==> src/hdl/khi_pkg.sv <==
// Shared types and constants for the k-mer hash index insert block.
// No dependencies; imported by every module of the block.
package khi_pkg;

  localparam int INDEX_BITS   = 20;
  localparam int BUCKET_SLOTS = 8;
  localparam int TABLE_DEPTH  = (2 ** INDEX_BITS) + BUCKET_SLOTS;
  localparam int ADDR_W       = $clog2(TABLE_DEPTH);

  localparam int GROUP_W = 64;
  localparam int HALF_W  = 32;
  localparam int POS_W   = 27;
  localparam int CHECK_W = 5;
  localparam int ENTRY_W = 32;
  localparam int SLOT_W  = 3;
  localparam int CNT_W   = 28;

  localparam logic [GROUP_W-1:0] HASH_MULT = 64'd12345679123456789;
  localparam logic [HALF_W-1:0]  MULT_LO   = HASH_MULT[HALF_W-1:0];
  localparam logic [HALF_W-1:0]  MULT_HI   = HASH_MULT[GROUP_W-1:HALF_W];
  localparam logic [CNT_W-1:0]   COUNT_MAX = 28'h0ffffff_f;

  // Request queue between hash front and table back.
  localparam int FIFO_DEPTH = 2;
  localparam int FPTR_W     = $clog2(FIFO_DEPTH);

  typedef struct packed {
    logic [INDEX_BITS-1:0] home;
    logic [ENTRY_W-1:0]    entry;
  } job_t;

endpackage

==> src/hdl/khi_front.sv <==
// Front part: accepts requests and computes the multiplicative hash.
// Depends on khi_pkg; feeds khi_fifo.
module khi_front (
  input  logic                     clk,
  input  logic                     rst_n,
  input  logic                     start_i,
  output logic                     busy_o,
  input  logic [63:0]              group_value_i,
  input  logic [26:0]              word_position_i,
  input  logic                     clearing_i,
  input  logic                     full_i,
  output logic                     push_o,
  output khi_pkg::job_t            job_o
);
  import khi_pkg::*;

  typedef enum logic [1:0] {F_IDLE, F_MUL, F_PUSH} fstate_t;

  fstate_t             state_r;
  logic [1:0]          step_r;
  logic [HALF_W-1:0]   gl_r, gh_r;
  logic [POS_W-1:0]    pos_r;
  logic [GROUP_W-1:0]  prod_r;
  logic [HALF_W-1:0]   acc_r;
  logic [HALF_W-1:0]   mul_a, mul_b;
  logic [GROUP_W-1:0]  prod_nxt;
  logic [HALF_W-1:0]   hash;
  logic                accept;

  assign busy_o = (state_r != F_IDLE) || clearing_i;
  assign accept = start_i && !busy_o;

  // One shared 32x32 multiplier; pick the partial product for this step.
  always_comb begin
    unique case (step_r)
      2'd0:    begin mul_a = gl_r; mul_b = MULT_LO; end
      2'd1:    begin mul_a = gh_r; mul_b = MULT_LO; end
      default: begin mul_a = gl_r; mul_b = MULT_HI; end
    endcase
    prod_nxt = GROUP_W'(mul_a) * GROUP_W'(mul_b);
  end

  assign hash   = acc_r + prod_r[HALF_W-1:0];
  assign push_o = (state_r == F_PUSH) && !full_i;
  assign job_o  = '{home:  hash[INDEX_BITS-1:0],
                    entry: {hash[HALF_W-1 -: CHECK_W], pos_r}};

  always_ff @(posedge clk) begin
    if (!rst_n) begin
      state_r <= F_IDLE;
      step_r  <= 2'd0;
    end else begin
      unique case (state_r)
        F_IDLE: begin
          if (accept) begin
            gl_r    <= group_value_i[HALF_W-1:0];
            gh_r    <= group_value_i[GROUP_W-1:HALF_W];
            pos_r   <= word_position_i;
            step_r  <= 2'd0;
            state_r <= F_MUL;
          end
        end
        F_MUL: begin
          prod_r <= prod_nxt;
          if (step_r == 2'd1) acc_r <= prod_r[GROUP_W-1:HALF_W];
          if (step_r == 2'd2) begin
            acc_r   <= acc_r + prod_r[HALF_W-1:0];
            state_r <= F_PUSH;
          end
          step_r <= step_r + 2'd1;
        end
        default: begin
          if (!full_i) state_r <= F_IDLE;
        end
      endcase
    end
  end

endmodule

==> config.mk <==
export PLATFORM = sky130hd
export DESIGN_NAME = khi_front
export DESIGN_NICKNAME = d
export VERILOG_FILES = /design/src/hdl/khi_pkg.sv /design/src/hdl/khi_front.sv
export SDC_FILE = /design/constraint.sdc
export NUM_CORES = 2
export LEC_CHECK = 0
export BUFFER_PORTS_ARGS = -buffer_cell sky130_fd_sc_hd__buf_2
export CORE_ASPECT_RATIO = 1.75
export CORE_MARGIN = 4
export CORE_UTILIZATION = 38
export DETAILED_ROUTE_END_ITERATION = 12
export MAX_ROUTING_LAYER = met4
export PLACE_DENSITY = 0.64
export RECOVER_POWER = 25
export SYNTH_ARGS = -nofsm -noshare
export SYNTH_HDL_FRONTEND = slang
export SYNTH_SLANG_ARGS = --single-unit
==> constraint.sdc <==
create_clock -name clk -period 10.1 [get_ports clk]
set_input_delay 2.02 -clock clk [delete_from_list [all_inputs] [get_ports clk]]
set_output_delay 2.02 -clock clk [all_outputs]
set_load 0.02 [all_outputs]
==> results.yml <==
layout:
  nNetsFinal: 4244
  nFillCells: 7992
  drive_above_1_share_pct: 8.55
  area_growth_pct: 8.38
  layout_common_cells: "823 x inv_1, 516 x fa_1, 475 x ha_1"
  final_common_cell: "inv_1"
routing:
  via_per_inst: 5.08
  via_count: 21500
  wl_per_cell_um: 23.6
  wl_mm: 99.8
  ant_nets: 0
  drtPass1Iterations: 5
  drc_errors: 0
  drt-initial-drc-count: 989
logic_synthesis:
  yosys.cell_types.count: 78
  syn-cell-area_sq_um: 31300
  syn_area_per_cell_sq_um: 10.3
  ys_warn_count: 0
  async_reset_ff_share_pct: 0
  synth_ff_type: "edfxtp_1"
  ys_ff_latch: 191
  synth_fp_nets: 4119
  syn_inst: 3031
  synth_edf_count: 187
  ys_seq_area_share_pct: 18.2
sta:
  fin_ws_ns: 0.383
  finalHoldViolations: 0
  worst_hold_slack_ns: 0.509
  period_share_pct: 96.2
  setup_viol: 0
  rsz0062_at_grt: "false"
  layout_min_cycle_time_ns: 9.72
  fin_skew_ns: 0.0237
  setup_tns_ns: 0
  relSlewSlack_pct: -22.5
  slew_violations: 64
  max_freq_mhz: 103
  worst_pin_slew_ns: 1.84
clocking:
  cts_made_buffers: 17
  tritoncts: "yes"
  postCtsResizedCells: 0
  clkTransAtPathRegs_ns: 0.10
  cts_buffer_depth: 2
  clk_latency_ns: 0.53
  post-cts-setup-buffer-count: 0
  cts_root_buffer: "clkbuf_16"
  cts-htree-levels: 4
  cts_sinks: 191
  cts_hold_buf: 0
worst_setup_path:
  slowest_stage: "ha_2"
  required_ns: 10.36
  crit_buf_inv: 4
  arrival_ns: 9.98
  cp-start-kind: "flop"
  critical_path.startpoint: "step_r[0]"
  cp_top_family: "adder cells"
  reg2reg_from: "step_r[0]"
  crit_type: "flop to flop"
  cp_max_fo: 19
  worstSetupEndpointType: "flop"
  critical_path.max_stage_delay_ns: 0.70
  crit_path_frequent_cell: "fa_1"
floorplanning:
  die_w_um: 225
  ios: 150
  dieArea_sq_um: 87300
  die_y_um: 388
  rows: 139
  start_util_pct: 38.2
  core_area_sq_um: 81900
min_path:
  hold_class: "flop to flop"
  min_from: "step_r[1]"
placed_design:
  port_buffers: 149
  hpwl_mm: 89.6
  pre_cts_slack_ns: 0.481
  gp_congestion: 1.03
global_route:
  grt_overflow: 0
  grt_pass1_vias: 23900
  grt_pass1_wl_mm: 147
  grt_max_degree: 69
  grt_use_total_pct: 23.7
  antenna_found_initial: 1
job:
  drv_cap: 2
run_status:
  status: "finished with violations"
  violations: "max-capacitance violations, max-slew violations"
[worst register-to-register path, stage by stage (launching register included)]
cell,delay (ns)
dfxtp_1,0.40
ha_2,0.70
mux2i_1,0.70
inv_1,0.43
xnor2_1,0.23
nor2_1,0.28
xor2_1,0.34
fa_1,0.53
fa_1,0.52
fa_1,0.52
inv_1,0.07
fa_1,0.56
fa_1,0.43
fa_1,0.49
inv_1,0.05
fa_1,0.47
inv_1,0.04
ha_1,0.46
nand2_2,0.13
nor4_1,0.50
nand3_1,0.14
a211oi_1,0.44
o21ai_1,0.17
o31ai_2,0.29
a21oi_1,0.18
o31ai_1,0.29
xnor2_1,0.10
[through the flow]
step	std cells	utilization [%]	instance area, sq um
2_1_floorplan	3031	-	31300
3_3_place_gp	4194	40.7	33300
3_5_place_dp	4194	40.7	33300
4_1_cts	4226	41.5	34000
5_1_grt	4227	41.4	34000
6_report	4227	41.4	34000
[state kept, by name (all words and copies together) (netlist names)]
| name | count |
|---|---|
| state_r | 2 |
| step_r | 2 |
| gl_r | 32 |
| acc_r | 32 |
| prod_r | 64 |
| pos_r | 27 |
| gh_r | 32 |
[worst paths after layout]
path	endpoint	slack [ns]	depth (start not counted)
worst max-delay path	prod_r[50]	0.38	26
worst min-delay path	step_r[1]	0.51	2
worst max register to register	prod_r[50]	0.38	26
worst min register to register	step_r[1]	0.51	2
[Yosys cell counts, types with 10 or more instances]
| cell | count | area share, % |
|---|---|---|
| buf_2 | 13 | 0.21 |
| a211oi_1 | 13 | 0.31 |
| ha_1 | 476 | 19 |
| xor2_1 | 35 | 0.98 |
| nor3_1 | 17 | 0.27 |
| a21oi_1 | 122 | 1.9 |
| mux2_2 | 39 | 1.4 |
| nand4_1 | 18 | 0.36 |
| nor2b_1 | 10 | 0.20 |
| xnor2_1 | 93 | 2.6 |
| nor2_1 | 112 | 1.3 |
| and3_1 | 23 | 0.46 |
| o21ai_0 | 75 | 1.2 |
| a21o_1 | 39 | 0.93 |
| o21bai_1 | 17 | 0.41 |
| clkbuf_1 | 47 | 0.56 |
| or2_2 | 12 | 0.24 |
| o21a_1 | 14 | 0.34 |
| fa_1 | 516 | 33 |
| nand2b_1 | 11 | 0.22 |
| a31oi_1 | 16 | 0.32 |
| nand3_1 | 29 | 0.46 |
| edfxtp_1 | 187 | 18 |
| nand2_1 | 137 | 1.6 |
| inv_1 | 823 | 9.9 |
| mux2i_1 | 21 | 0.67 |
[metal layers]
metal / routed length [um] / track usage (%) / up-vias
li1: - / - / 9853
met1: 34300 / 23.6 / 10800
met2: 54900 / 43.7 / 595
met3: 2600 / 2.41 / 240
met4: 8000 / 15.2 / 0
met5: 0 / - / -
[kinds of logic (layout without fill, tap and decap cells)]
| kind of cell | count (synthesis) | in the layout | share of synthesized area, % |
|---|---|---|---|
| buffers and inverters | 890 | 1028 | 10.7 |
| flip-flops | 191 | 191 | 18.2 |
| XOR/XNOR | 128 | 128 | 3.58 |
| other | 1 | 2 | 0.0120 |
| AND/OR/NAND/NOR | 400 | 400 | 5.94 |
| multiplexers | 60 | 60 | 2.07 |
| AO/OA/AOI/OAI | 364 | 364 | 7.34 |
| adder cells (fa/ha/maj) | 997 | 997 | 52.1 |
[area by class of cell]
| type | instances | area (sq um) | area share [%] |
|---|---|---|---|
| clock buffers | 17 | 425 | 1.25 |
| flip-flops and latches | 191 | 5700 | 16.8 |
| inverters | 824 | 3090 | 9.11 |
| well taps | 1057 | 1320 | 3.90 |
| diodes | 1 | 2.50 | 0.00737 |
| repair buffers | 172 | 911 | 2.68 |
| clock inverters | 15 | 215 | 0.634 |
| multi-input cells | 1950 | 22300 | 65.6 |
Power is left out: the tool's default activity adds up to more than one toggle a clock period on the data nets, which glitch-free logic cannot reach.
