==> src/hdl/khi_pkg.sv <==
// Shared types and constants for the k-mer hash index insert block.
// No dependencies; imported by every module of the block.
package khi_pkg;

  localparam int INDEX_BITS   = 20;
  localparam int BUCKET_SLOTS = 8;
  localparam int TABLE_DEPTH  = (2 ** INDEX_BITS) + BUCKET_SLOTS;
  localparam int ADDR_W       = $clog2(TABLE_DEPTH);

  localparam int GROUP_W = 64;
  localparam int HALF_W  = 32;
  localparam int POS_W   = 27;
  localparam int CHECK_W = 5;
  localparam int ENTRY_W = 32;
  localparam int SLOT_W  = 3;
  localparam int CNT_W   = 28;

  localparam logic [GROUP_W-1:0] HASH_MULT = 64'd12345679123456789;
  localparam logic [HALF_W-1:0]  MULT_LO   = HASH_MULT[HALF_W-1:0];
  localparam logic [HALF_W-1:0]  MULT_HI   = HASH_MULT[GROUP_W-1:HALF_W];
  localparam logic [CNT_W-1:0]   COUNT_MAX = 28'h0ffffff_f;

  // Request queue between hash front and table back.
  localparam int FIFO_DEPTH = 2;
  localparam int FPTR_W     = $clog2(FIFO_DEPTH);

  typedef struct packed {
    logic [INDEX_BITS-1:0] home;
    logic [ENTRY_W-1:0]    entry;
  } job_t;

endpackage

==> src/hdl/khi_fifo.sv <==
// Short request queue decoupling the hash front from the table back.
// Depends on khi_pkg for the job type and depth.
module khi_fifo (
  input  logic          clk,
  input  logic          rst_n,
  input  logic          push_i,
  input  khi_pkg::job_t push_data_i,
  output logic          full_o,
  input  logic          pop_i,
  output khi_pkg::job_t head_o,
  output logic          empty_o
);
  import khi_pkg::*;

  job_t              slots [FIFO_DEPTH];
  logic [FPTR_W-1:0] wr_ptr_r, rd_ptr_r;
  logic [FPTR_W:0]   count_r;

  assign full_o  = (count_r == (FPTR_W+1)'(FIFO_DEPTH));
  assign empty_o = (count_r == '0);
  assign head_o  = slots[rd_ptr_r];

  function automatic logic [FPTR_W-1:0] ptr_inc(input logic [FPTR_W-1:0] p);
    ptr_inc = (p == FPTR_W'(FIFO_DEPTH-1)) ? '0 : p + 1'b1;
  endfunction

  always_ff @(posedge clk) begin
    if (push_i) slots[wr_ptr_r] <= push_data_i;
  end

  always_ff @(posedge clk) begin
    if (!rst_n) begin
      wr_ptr_r <= '0;
      rd_ptr_r <= '0;
      count_r  <= '0;
    end else begin
      if (push_i) wr_ptr_r <= ptr_inc(wr_ptr_r);
      if (pop_i)  rd_ptr_r <= ptr_inc(rd_ptr_r);
      if (push_i && !pop_i)      count_r <= count_r + 1'b1;
      else if (pop_i && !push_i) count_r <= count_r - 1'b1;
    end
  end

  a_no_overflow: assert property (@(posedge clk) disable iff (!rst_n)
    !(push_i && full_o)) else $error("request pushed into full queue");
  a_no_underflow: assert property (@(posedge clk) disable iff (!rst_n)
    !(pop_i && empty_o)) else $error("request popped from empty queue");
  a_count_step: assert property (@(posedge clk) disable iff (!rst_n)
    (push_i && !pop_i && rst_n) |=> !empty_o) else $error("queue lost a request");

endmodule

==> config.mk <==
export PLATFORM = sky130hd
export DESIGN_NAME = khi_fifo
export DESIGN_NICKNAME = d
export VERILOG_FILES = /design/src/hdl/khi_pkg.sv /design/src/hdl/khi_fifo.sv
export SDC_FILE = /design/constraint.sdc
export NUM_CORES = 1
export LEC_CHECK = 0
export BUFFER_PORTS_ARGS = -buffer_cell sky130_fd_sc_hd__buf_4
export CAP_MARGIN = 20
export CORE_AREA = 4 4 99 101
export CTS_CLUSTER_SIZE = 40
export DETAILED_ROUTE_END_ITERATION = 7
export DIE_AREA = 0 0 103 105
export PLACE_DENSITY = 0.72
export SLEW_MARGIN = 0
export SYNTH_ARGS = -nofsm -noshare
export SYNTH_HDL_FRONTEND = slang
export SYNTH_SLANG_ARGS = --single-unit
export TNS_END_PERCENT = 1
==> constraint.sdc <==
create_clock -name clk -period 2.9 [get_ports clk]
set_input_delay 0.145 -clock clk [delete_from_list [all_inputs] [get_ports clk]]
set_output_delay 0.145 -clock clk [all_outputs]
set_load 0.02 [all_outputs]
==> results of run 1 <==
## worst min path at each step
| stage | cells past startpoint | slack, ns | endpoint |
|---|---|---|---|
| 2_1_floorplan | 0 | 0.24 | slots[0][0] |
| 3_3_place_gp | 1 | 0.33 | slots[0][45] |
| 3_5_place_dp | 1 | 0.33 | slots[0][1] |
| 4_1_cts | 2 | 0.02 | count_r[0] |
| 5_1_grt | 2 | 0.02 | rd_ptr_r |
| 6_report | 2 | 0.04 | count_r[0] |
## metrics by stage
stage	utilization	setup slack [ns]
floorplan	-	0.787
global placement	0.549	1.24
detailed placement	0.549	1.23
CTS	0.627	0.831
global route	0.627	0.787
finish	0.627	0.894
## placed cells by master (no fill, tap or decap), types with 2 or more instances in the layout
cell / Yosys / layout
sky130_fd_sc_hd__and2_1: 4 / 3
sky130_fd_sc_hd__buf_12: 0 / 3
sky130_fd_sc_hd__buf_4: 5 / 109
sky130_fd_sc_hd__clkbuf_1: 0 / 2
sky130_fd_sc_hd__clkbuf_8: 0 / 9
sky130_fd_sc_hd__dfxtp_1: 5 / 4
sky130_fd_sc_hd__dlygate4sd3_1: 0 / 52
sky130_fd_sc_hd__edfxtp_1: 104 / 104
sky130_fd_sc_hd__mux2_2: 52 / 52
sky130_fd_sc_hd__xor2_1: 2 / 2
## power by group through the flow
stage                     clock, mW  combinational (mW)  sequential [mW]
after floorplan                   0               0.273             1.87
final                         0.850               0.538             1.85
after detailed placement          0               0.486             1.88
after global routing          0.950               0.578             1.86
after global placement            0               0.482             1.88
after CTS                     0.889               0.546             1.85
## final cells by class
type	instances	area, um2
Fill cell	661	3360
Tap cell	111	139
Multi-Input combinational cell	68	709
Clock buffer	11	131
Clock inverter	4	50.0
Sequential cell	109	3220
Inverter	1	3.75
Timing Repair Buffer	164	1400
## routing by layer
metal | wire length [um] | share of wire
met4 | 80 | 0.011
met3 | 455 | 0.061
met2 | 3870 | 0.52
met5 | 0 | 0
met1 | 3020 | 0.41
## state kept, by name, summed over array words and instances (netlist names), named ones only
signal	count
count_r	2
rd_ptr_r	1
wr_ptr_r	1
slots	104
## worst register-to-register path, cell delays in order (launching register included)
cell and delay (ns):
sky130_fd_sc_hd__dfxtp_1 0.40, sky130_fd_sc_hd__and2_2 0.60, sky130_fd_sc_hd__buf_12 0.30
## cell families (layout without fill, tap and decap cells)
| logic type | after synthesis | count (layout) |
|---|---|---|
| compound gates | 3 | 3 |
| xor+xnor | 3 | 3 |
| fa+ha+maj | 1 | 1 |
| buf+inv | 7 | 180 |
| flops | 109 | 109 |
| mux | 52 | 52 |
| simple gates | 9 | 9 |
## synthesized netlist by cell type (all sizes together)
| library cell | count |
|---|---|
| a21boi | 1 |
| and2 | 4 |
| and2b | 1 |
| buf | 6 |
| dfxtp | 5 |
| edfxtp | 104 |
| ha | 1 |
| inv | 1 |
| mux2 | 52 |
| nor2 | 1 |
| nor2b | 2 |
| o21a | 1 |
| o21ai | 1 |
| or3 | 1 |
| xnor2 | 1 |
| xor2 | 2 |
## repair_timing
item,CTS,global route
hold buffers,52,0
endpoints found under the setup margin,0,0
hold endpoints to repair,104,0
==> results.txt, run 1 <==
The leakage dissipation is 2.13 nW. The number of diodes added for antenna fixing is 0, and the vias per cell is 4.74. The global routing met3 resource utilization was 0.0421.

The tools report the type of origin of the critical path as a register. The tools report the total of warnings raised by yosys as 0. By area, the combinational part of the netlist is dominated by multiplexers. Across the routed clock network, the largest skew measured is 0.00717 ns. The tools report the number of antenna violations at the first check in global routing as 0. Slowest cell on the critical path: sky130_fd_sc_hd__dfxtp_2. After synthesis, the netlist uses 17 different library cells. The critical path arrival is 1.86 ns, and the max-slew violation count is 0. The share of synthesized cell area in and, or, nand and nor gates was 0.0142; the highest achievable clock rate was 498 MHz. Power spread over the standard cell area amounts to 572 nW/um2. Across the VDD grid, the largest voltage drop is 0.311 mV.

After global routing, the most crowded layer is met2. The fraction of met2 tracks used by global routing was 0.254. The number of standard cells in the final layout excluding fillers is 468, and the part of the total power dissipated in sequential elements is 0.571. The category of the critical setup timing path was reg2out. In this run, the number of DRC markers left after iteration 0 of detailed routing was 49. Once the clock tree was built, the setup fixing pass inserted 0 buffers. The global-route wire length before repair was 12000 um. The cell count after placement was 401; the buffer depth of the longest clock path was 2.

The kind of cell with the highest combined delay along the critical path is flip-flops. The die extent in y was 105 um. The number of violations of the max-capacitance limit came out at 0.

The run gives 4610 um as the post-DP HPWL. The hold path startpoint was rst_n. Across all register-to-register paths, the minimum setup slack is 1.30 ns. The switching fraction of total power was 0.228; the highest fanout seen on the critical path was 32. The count of endpoints failing setup in the final report came out at 0. The H-tree generated during clock tree synthesis spans 3 levels. Buffers inserted during clock tree synthesis total 9. The clock insertion delay at the later pin of the skew report is 0.35 ns. Sorting the synthesized cells by area gives the leading types as sky130_fd_sc_hd__edfxtp_1, sky130_fd_sc_hd__mux2_2, sky130_fd_sc_hd__dfxtp_1. The nature of the critical path endpoint is an output port. For the post-route worst hold slack, the log shows 0.0432 ns. The run gives 2485 as the via count of the first global-routing pass.

In this run the critical register-to-register path is launched from wr_ptr_r. The net count of the mapped netlist is 241. The mux cell area share after synthesis is 0.147, and the clock edge transition at the registers on the reported setup and hold paths is 0.10 ns. In this run the worst hold path is classified as in2reg.

The logs give 0 for the number of endpoints with negative hold slack in the final report and 0.144 for the total track usage. In the final design database the tool counted 410 nets. The arithmetic-cell share of the synthesized area counting full adders, half adders and majority gates works out to 0.00315.

Summing internal, switching and leakage power gives 3.24 mW. The total vias in the final route came out at 2217. After routing, the total negative slack on setup checks comes to 0 ns.

In this run the critical register-to-register path is captured at slots[1][36]. The largest area contributor in the synthesized netlist was sky130_fd_sc_hd__edfxtp_1. The share of power burned in the clock network was 0.263; the area of the mapped netlist was 3970 um2.

In this run the remaining antenna-violating nets after routing total 0. The share of the clock period used by the worst path came out at 0.692. Pin placement for this block handled 110 I/O pins. After detailed routing, the number of remaining DRC violations is 0. The tools report the worst setup path endpoint as head_o[12]. Setup repair after global routing left no endpoint under its margin. The x dimension of the die came out at 103 um. The die covers 10800 um2. Placeable core area: 9020 um2.

On the worst path, the slowest cell contributes a delay of 0.67 ns. For the worst setup path, the data required time is 2.76 ns. The initial cell density of the core was 0.440; the final estimated routing congestion in global placement was 0.656.

The clock period minus final worst setup slack was 2.01 ns. Summed over all layers, the global routing overflow is 0. The share of cells above drive strength 1 was 0.504; the post-synthesis compound-gate area fraction was 0.00504. Buffers plus inverters on the worst setup path: 2. The top cell type's share of synthesized area was 0.787; the number of gates resized after cts was 0. The total length of routed wires was 7430 um; the number of flip-flops and latches in the synthesized netlist was 109. The path length in cells of the critical path was 3. The logs give 0.169 for the met1 capacity usage during global routing and 4950 um2 for the instance area at placement. Averaged over all synthesized cells, the footprint is 21.6 um2. After technology mapping, the gate count stands at 184.

For the headroom to the max-slew limit, the log shows 0.494. During placement, the flow inserted port buffers numbering 109. The internal power of the cells totals 2.50 mW. Entering global routing, the biggest net connects 33 pins. The clock drives 109 sinks. After detailed routing, the average wire length per cell comes to 15.9 um. The final standard cell area without fillers was 5660 um2. Measured in cells, the most critical reg-to-reg path has a length of 2. The tools report the sequential area share after synthesis as 0.812. The part of the total power dissipated in combinational logic is 0.166, and the count of standard-cell rows is 35.

For the net switching power, the log shows 738 uW. The run gives 4 as the total iterations of the first detailed-routing run. TritonCTS built the clock tree.

Traced cell by cell, the critical path runs through buf_12, mux2_2, buf_4. The tools report the cell chosen for the clock root as sky130_fd_sc_hd__clkbuf_8. At the pin with the least slew margin, the transition time is 0.758 ns. Relative to the synthesized area, the layout overhead comes to 42.5%. The flow ran to the end, and the final reports show no timing, DRC or antenna violations. The xor/xnor share of the synthesized area is 0.00662.
Power figures use the tool's default switching activity.
==> inputs of run 2 (changes only) <==
- clock period: 2.9 -> 1.8 ns (I/O delays scaled with it)
==> results.txt, run 2 (synthesized netlist as in run 1, its figures left out) <==
The run finished with clean final reports. TritonCTS built the clock tree. The via count of the first global-routing pass came out at 2462 (was 2485). The tools report the total track usage as 0.141 (was 0.144). The run gives 0 (unchanged) as the count of endpoints failing setup in the final report. The die extent in y was 105 um (unchanged); the area growth from synthesis to final layout was 43.0% (was 42.5%). The number of primary I/O pins is 110 (unchanged). Commonest cells after routing, fill and taps aside: sky130_fd_sc_hd__buf_4, sky130_fd_sc_hd__edfxtp_1, sky130_fd_sc_hd__dlygate4sd3_1 (was sky130_fd_sc_hd__buf_4, sky130_fd_sc_hd__edfxtp_1, sky130_fd_sc_hd__mux2_2, sky130_fd_sc_hd__dlygate4sd3_1, sky130_fd_sc_hd__clkbuf_8).

The tools report the overall die area as 10800 um2 (unchanged). The most common library cell in the layout ignoring fill and taps is sky130_fd_sc_hd__buf_4 (unchanged). The antenna violation net count after detailed routing came out at 0 (unchanged).

The post-DP HPWL came out at 4630 um (was 4610 um). The critical path arrival was 1.58 ns (was 1.86 ns). For the DRC violation count after routing, the log shows 0 (unchanged).

The combined flip-flop and latch cell area is 3220 um2 (unchanged), and the total vias in the final route is 2212 (was 2217). The per-cell routed wire length is 15.6 um (was 15.9 um). The clock period minus final worst setup slack is 1.67 ns. The run gives 0.0759 ns (was 0.0432 ns) as the post-route worst hold slack.

The count of standard-cell rows is 35 (unchanged), and the clock edge transition at the registers on the reported setup and hold paths is 0.09 ns (was 0.10 ns). The type of origin of the critical path is a register (unchanged). Final standard cell utilization of the core: 0.629 (was 0.627).

The placeable core area is 9020 um2 (unchanged). Nature of the critical path endpoint: an output port (unchanged). Worst-case clock skew: 0.00997 ns (was 0.00717 ns). The run gives 7380 um (was 7430 um) as the total length of routed wires.

Category of the critical setup timing path: reg2out (unchanged). The final estimated routing congestion in global placement came out at 0.704 (was 0.656). The x dimension of the die was 103 um (unchanged); the net count reported at finish was 414 (was 410).

The cell count after placement came out at 404 (was 401). The number of standard cells in the final layout excluding fillers was 473 (was 468). Combined area of the multi-input logic cells: 709 um2 (unchanged).

Number of violations of the max-capacitance limit: 0 (unchanged). The power density relative to cell area is 927 nW/um2 (was 572 nW/um2), and the global-route wire length before repair is 11700 um (was 12000 um). Setup repair after global routing left no endpoint under its margin. The tools report the sum of overflow across all layers after global routing as 0 (unchanged). The number of setup buffers added after CTS is 0 (unchanged). The worst ir drop on vdd came out at 0.583 mV (was 0.311 mV). The run gives 4.03 mW (was 2.50 mW) as the internal power component.

The initial DRC count is 37 (was 49), and the highest fanout seen on the critical path is 28 (was 32). Vias per cell: 4.68 (was 4.74). Based on the critical path, the design can be clocked at up to 599 MHz. The share of the clock period used by the worst path works out to 0.928. The H-tree depth came out at 3 (unchanged). Max-slew violation count: 0 (unchanged). Part of the total power dissipated in sequential elements: 0.563 (was 0.571). The cell chosen for the clock root was sky130_fd_sc_hd__clkbuf_8 (unchanged).

The buffer depth of the longest clock path is 2 (unchanged). Leakage dissipation: 2.14 nW (was 2.13 nW). Leading registers by flop count: slots x104, count_r x2 (unchanged).

The number of endpoints with negative hold slack in the final report was 0 (unchanged); the total of buffers placed on input and output ports was 109 (unchanged). The run gives 109 (unchanged) as the number of sinks driven by the clock tree. The run gives 9 (unchanged) as the number of CTS-inserted buffers.

The initial cell density of the core was 0.440 (unchanged). Number of filler instances in the final layout: 634 (was 661). The logs give 0 (unchanged) for the number of diodes added for antenna fixing and 5.26 mW (was 3.24 mW) for the overall power consumption. The number of flip-flops in the largest register is 104 (unchanged). For the data required time of the critical path, the log shows 1.71 ns (was 2.76 ns). The switching fraction of total power is 0.234 (was 0.228), and the slew at the pin closest to its max-slew limit is 0.370 ns (was 0.758 ns).

Path class of the lowest-slack min-delay path: in2reg (unchanged). The headroom to the max-slew limit was 0.753 (was 0.494). The net switching power is 1.23 mW (was 738 uW), and the total iterations of the first detailed-routing run is 4 (unchanged).

The tools report the share of power burned in the clock network as 0.271 (was 0.263). The top register by number of flip-flops is slots (unchanged). Pin count of the biggest net entering global routing: 34 (was 33).

The number of antenna violations at the first check in global routing was 0 (unchanged). The part of the total power dissipated in combinational logic is 0.167 (was 0.166). The clock insertion delay at the later pin of the skew report was 0.35 ns (about the same); the share of cells above drive strength 1 was 0.511 (was 0.504).
-- run 2: area by class of cell --
class                   instances  area share
well taps                     111      0.0245
inverters                       1    0.000661
repair buffers                168       0.248
flip-flops and latches        109       0.568
multi-input cells              68       0.125
clock inverters                 5      0.0108
clock buffers                  11      0.0231
-- run 2: routing by layer --
layer	track usage	wire length, um
met1	0.164	2820
met3	0.0454	465
met5	0	0
met4	0.0361	78
met2	0.248	4010
-- run 2: worst max-delay path, stage by stage, from the launching register on --
cell and delay (ns):
sky130_fd_sc_hd__dfxtp_2 0.33, sky130_fd_sc_hd__buf_4 0.33, sky130_fd_sc_hd__mux2_2 0.40, sky130_fd_sc_hd__buf_4 0.16
-- run 2: what timing repair did --
item / 4_1_cts / 5_1_grt
hold endpoints to repair: 109 / 0
resized for setup: 0 / 0
hold buffers: 53 / 0
-- run 2: worst paths after layout --
check | from | to | slack [ns] | depth (start not counted)
min reg2reg | count_r[1] | count_r[1] | 0.53 | 2
min | pop_i | register | 0.08 | 3
max reg2reg | wr_ptr_r | slots[1][44] | 0.61 | 2
max | register | head_o[21] | 0.13 | 3
-- run 2: metrics by stage --
stage	worst slack [ns]	area (um2)	setup TNS (ns)
floorplan	-0.242	3980	-12.58
global placement	0.516	4950	0
detailed placement	0.505	4950	0
CTS	0.0977	5680	0
global route	0.0426	5680	0
finish	0.130	5680	0
-- run 2: power by group through the flow --
stage / logic, mW / clock network, mW / registers [mW]
floorplan: 0.442 / 0 / 3.01
global placement: 0.785 / 0 / 3.01
detailed placement: 0.792 / 0 / 3.02
CTS: 0.889 / 1.48 / 2.96
global route: 0.938 / 1.60 / 2.97
finish: 0.876 / 1.42 / 2.96
==> inputs of run 3 (changes only) <==
- CTS_CLUSTER_SIZE: 40 -> 30
- PLACE_DENSITY: 0.72 -> 0.7
- clock period: 1.8 -> 1.95 ns (I/O delays scaled with it)
==> results.txt, run 3 (synthesized netlist as in run 1, its figures left out) <==
The flow ran to the end, and the final reports show no timing, DRC or antenna violations. The tools report the count of standard-cell rows as 35 (unchanged). The source of the worst register-to-register timing path is wr_ptr_r (unchanged). The logs give 414 (unchanged) for the net count reported at finish and 53 (unchanged) for the hold-fix buffer count after cts.

The count of endpoints failing setup in the final report is 0 (unchanged). Nature of the critical path endpoint: an output port (unchanged). The run gives 4 (unchanged) as the total iterations of the first detailed-routing run. Leading registers by flop count: slots x104, count_r x2 (unchanged). The tools report the combined flip-flop and latch cell area as 3220 um2 (unchanged). The most repeated library cell on the critical path was sky130_fd_sc_hd__buf_4 (unchanged). The cell chosen for the clock root was sky130_fd_sc_hd__clkbuf_8 (unchanged). The number of cell instances on the worst register-to-register path was 2 (unchanged); the number of filler instances in the final layout was 647 (was 634). The tools report the DRC violation count after routing as 0 (unchanged). For the headroom to the max-slew limit, the log shows 0.724 (was 0.753). Hold path startpoint: pop_i (unchanged).

The overall power consumption was 4.84 mW (was 5.26 mW); the global-route wire length before repair was 11700 um (about the same). The antenna violation net count after detailed routing was 0 (unchanged). The clock edge transition at the registers on the reported setup and hold paths works out to 0.09 ns (about the same). The share of the clock period used by the worst path is 0.868, and the total of buffers placed on input and output ports is 109 (unchanged).

Capture instance of the worst register-to-register path: slots[1][39] (was slots[1][44]). The final estimated routing congestion in global placement is 0.689 (was 0.704). The critical path arrival was 1.60 ns (was 1.58 ns); the final standard cell area without fillers was 5660 um2 (was 5680 um2). The buffer depth of the longest clock path was 2 (unchanged); the vias per cell was 4.70 (was 4.68).

The number of primary I/O pins was 110 (unchanged); the per-cell routed wire length was 15.5 um (was 15.6 um). The data required time of the critical path was 1.85 ns (was 1.71 ns); the final standard cell utilization of the core was 0.628 (was 0.629). The x dimension of the die is 103 um (unchanged).

The run gives 0 (unchanged) as the number of violations of the max-capacitance limit. The number of antenna violations at the first check in global routing is 0 (unchanged), and the highest fanout seen on the critical path is 27 (was 28). Critical path, cell by cell: buf_4, mux2_2, buf_4 (unchanged).

The logs give 0 (unchanged) for the number of gates resized after cts and 7350 um (was 7380 um) for the total length of routed wires. Static timing analysis puts the maximum clock frequency at 591 MHz. The highest metal layer with signal wires was met4 (unchanged). The sum of overflow across all layers after global routing was 0 (unchanged); the combined area of the multi-input logic cells was 709 um2 (unchanged). The logs give 4600 um (was 4630 um) for the post-DP HPWL and 0 (unchanged) for the number of setup buffers added after CTS. The path class of the lowest-slack min-delay path is in2reg (unchanged).

The number of endpoints with negative hold slack in the final report was 0 (unchanged); the via count of the first global-routing pass was 2390 (was 2462). The leakage dissipation is 2.14 nW (about the same). The top register by number of flip-flops is slots (unchanged). Type of origin of the critical path: a register (unchanged).

The worst ir drop on vdd was 0.444 mV (was 0.583 mV); the clock period minus final worst setup slack was 1.69 ns. The tools report the number of sinks driven by the clock tree as 109 (unchanged). The number of CTS-inserted buffers is 9 (unchanged). The run gives 0.142 (was 0.141) as the total track usage. TritonCTS built the clock tree. The slew at the pin closest to its max-slew limit works out to 0.413 ns (was 0.370 ns).

The number of standard cells in the final layout excluding fillers was 473 (unchanged); the power density relative to cell area was 855 nW/um2 (was 927 nW/um2). The maximum single-stage delay on the critical path is 0.40 ns (about the same). Setup repair after global routing left no endpoint under its margin.

The clock insertion delay at the later pin of the skew report came out at 0.35 ns (about the same). The most common library cell in the layout ignoring fill and taps is sky130_fd_sc_hd__buf_4 (unchanged). The placeable core area is 9020 um2 (unchanged), and the area growth from synthesis to final layout is 42.6% (was 43.0%). The cell count after placement came out at 404 (unchanged). The die extent in y was 105 um (unchanged). The run gives 2930 um (was 2820 um) as the wire length the detailed router placed on met1. The number of stages on the worst hold path was 3 (unchanged).

The worst-case clock skew was 0.00409 ns (was 0.00997 ns). The run gives 0 (unchanged) as the number of diodes added for antenna fixing. Commonest cells after routing, fill and taps aside: sky130_fd_sc_hd__buf_4, sky130_fd_sc_hd__edfxtp_1, sky130_fd_sc_hd__dlygate4sd3_1 (unchanged). The total met3 wirelength after detailed routing was 432 um (was 465 um). The pin count of the biggest net entering global routing is 31 (was 34). For the slack of the worst reg-to-reg path, the log shows 0.66 ns (was 0.61 ns). The initial cell density of the core was 0.440 (unchanged).

The overall die area came out at 10800 um2 (unchanged). The tools report the total vias in the final route as 2222 (was 2212). The category of the critical setup timing path is reg2out (unchanged). The tools report the initial DRC count as 52 (was 37).

For the met2 wirelength from detailed routing, the log shows 3910 um (was 4010 um). The number of flip-flops in the largest register is 104 (unchanged). The max-slew violation count was 0 (unchanged). The H-tree depth is 3 (unchanged), and the instance area at placement is 4940 um2 (was 4950 um2). Share of cells above drive strength 1: 0.511 (unchanged).

The slowest cell on the critical path is sky130_fd_sc_hd__mux2_2 (unchanged).
==> run 3: worst max-delay path by stage <==
stage	startpoint	end	slack, ns	cells after the start
final	register	head_o[14]	0.26	3
after CTS	register	head_o[29]	0.23	3
after global routing	register	head_o[29]	0.17	3
after global placement	register	head_o[14]	0.62	3
after floorplan	wr_ptr_r	slots[1][0]	-0.09	1
after detailed placement	register	head_o[29]	0.63	3
==> run 3: cell type report <==
class / count / share of cell area
Timing Repair Buffer: 168 / 0.246
Sequential cell: 109 / 0.569
Clock buffer: 11 / 0.0232
Clock inverter: 5 / 0.0108
Tap cell: 111 / 0.0245
Inverter: 1 / 0.000663
Multi-Input combinational cell: 68 / 0.125
==> run 3: critical path, delay by kind of cell, from the launching register on <==
kind / cells / cell delay [ns]
muxes: 1 / 0.40
DFF: 1 / 0.33
buffers and inverters: 2 / 0.50
==> run 3: power by group <==
group	switching (mW)	total, mW	leakage [nW]	internal [mW]
registers	0.0315	2.73	1.02	2.70
logic	0.388	0.811	1.03	0.423
clock network	0.703	1.30	0.0858	0.597
total	1.12	4.84	2.14	3.72
==> run 3: per-layer routing <==
metal	global-route usage	vias up
met4	0.0416	0
met1	0.168	1086
met5	0	-
li1	-	1062
met2	0.248	65
met3	0.0387	9
==> run 3: metrics by stage <==
| stage | hold slack, ns | worst slack, ns | setup TNS (ns) |
|---|---|---|---|
| floorplan | 0.196 | -0.0919 | -4.78 |
| global placement | 0.282 | 0.621 | 0 |
| detailed placement | 0.285 | 0.625 | 0 |
| CTS | 0.0654 | 0.226 | 0 |
| global route | 0.0682 | 0.166 | 0 |
| finish | 0.0793 | 0.257 | 0 |
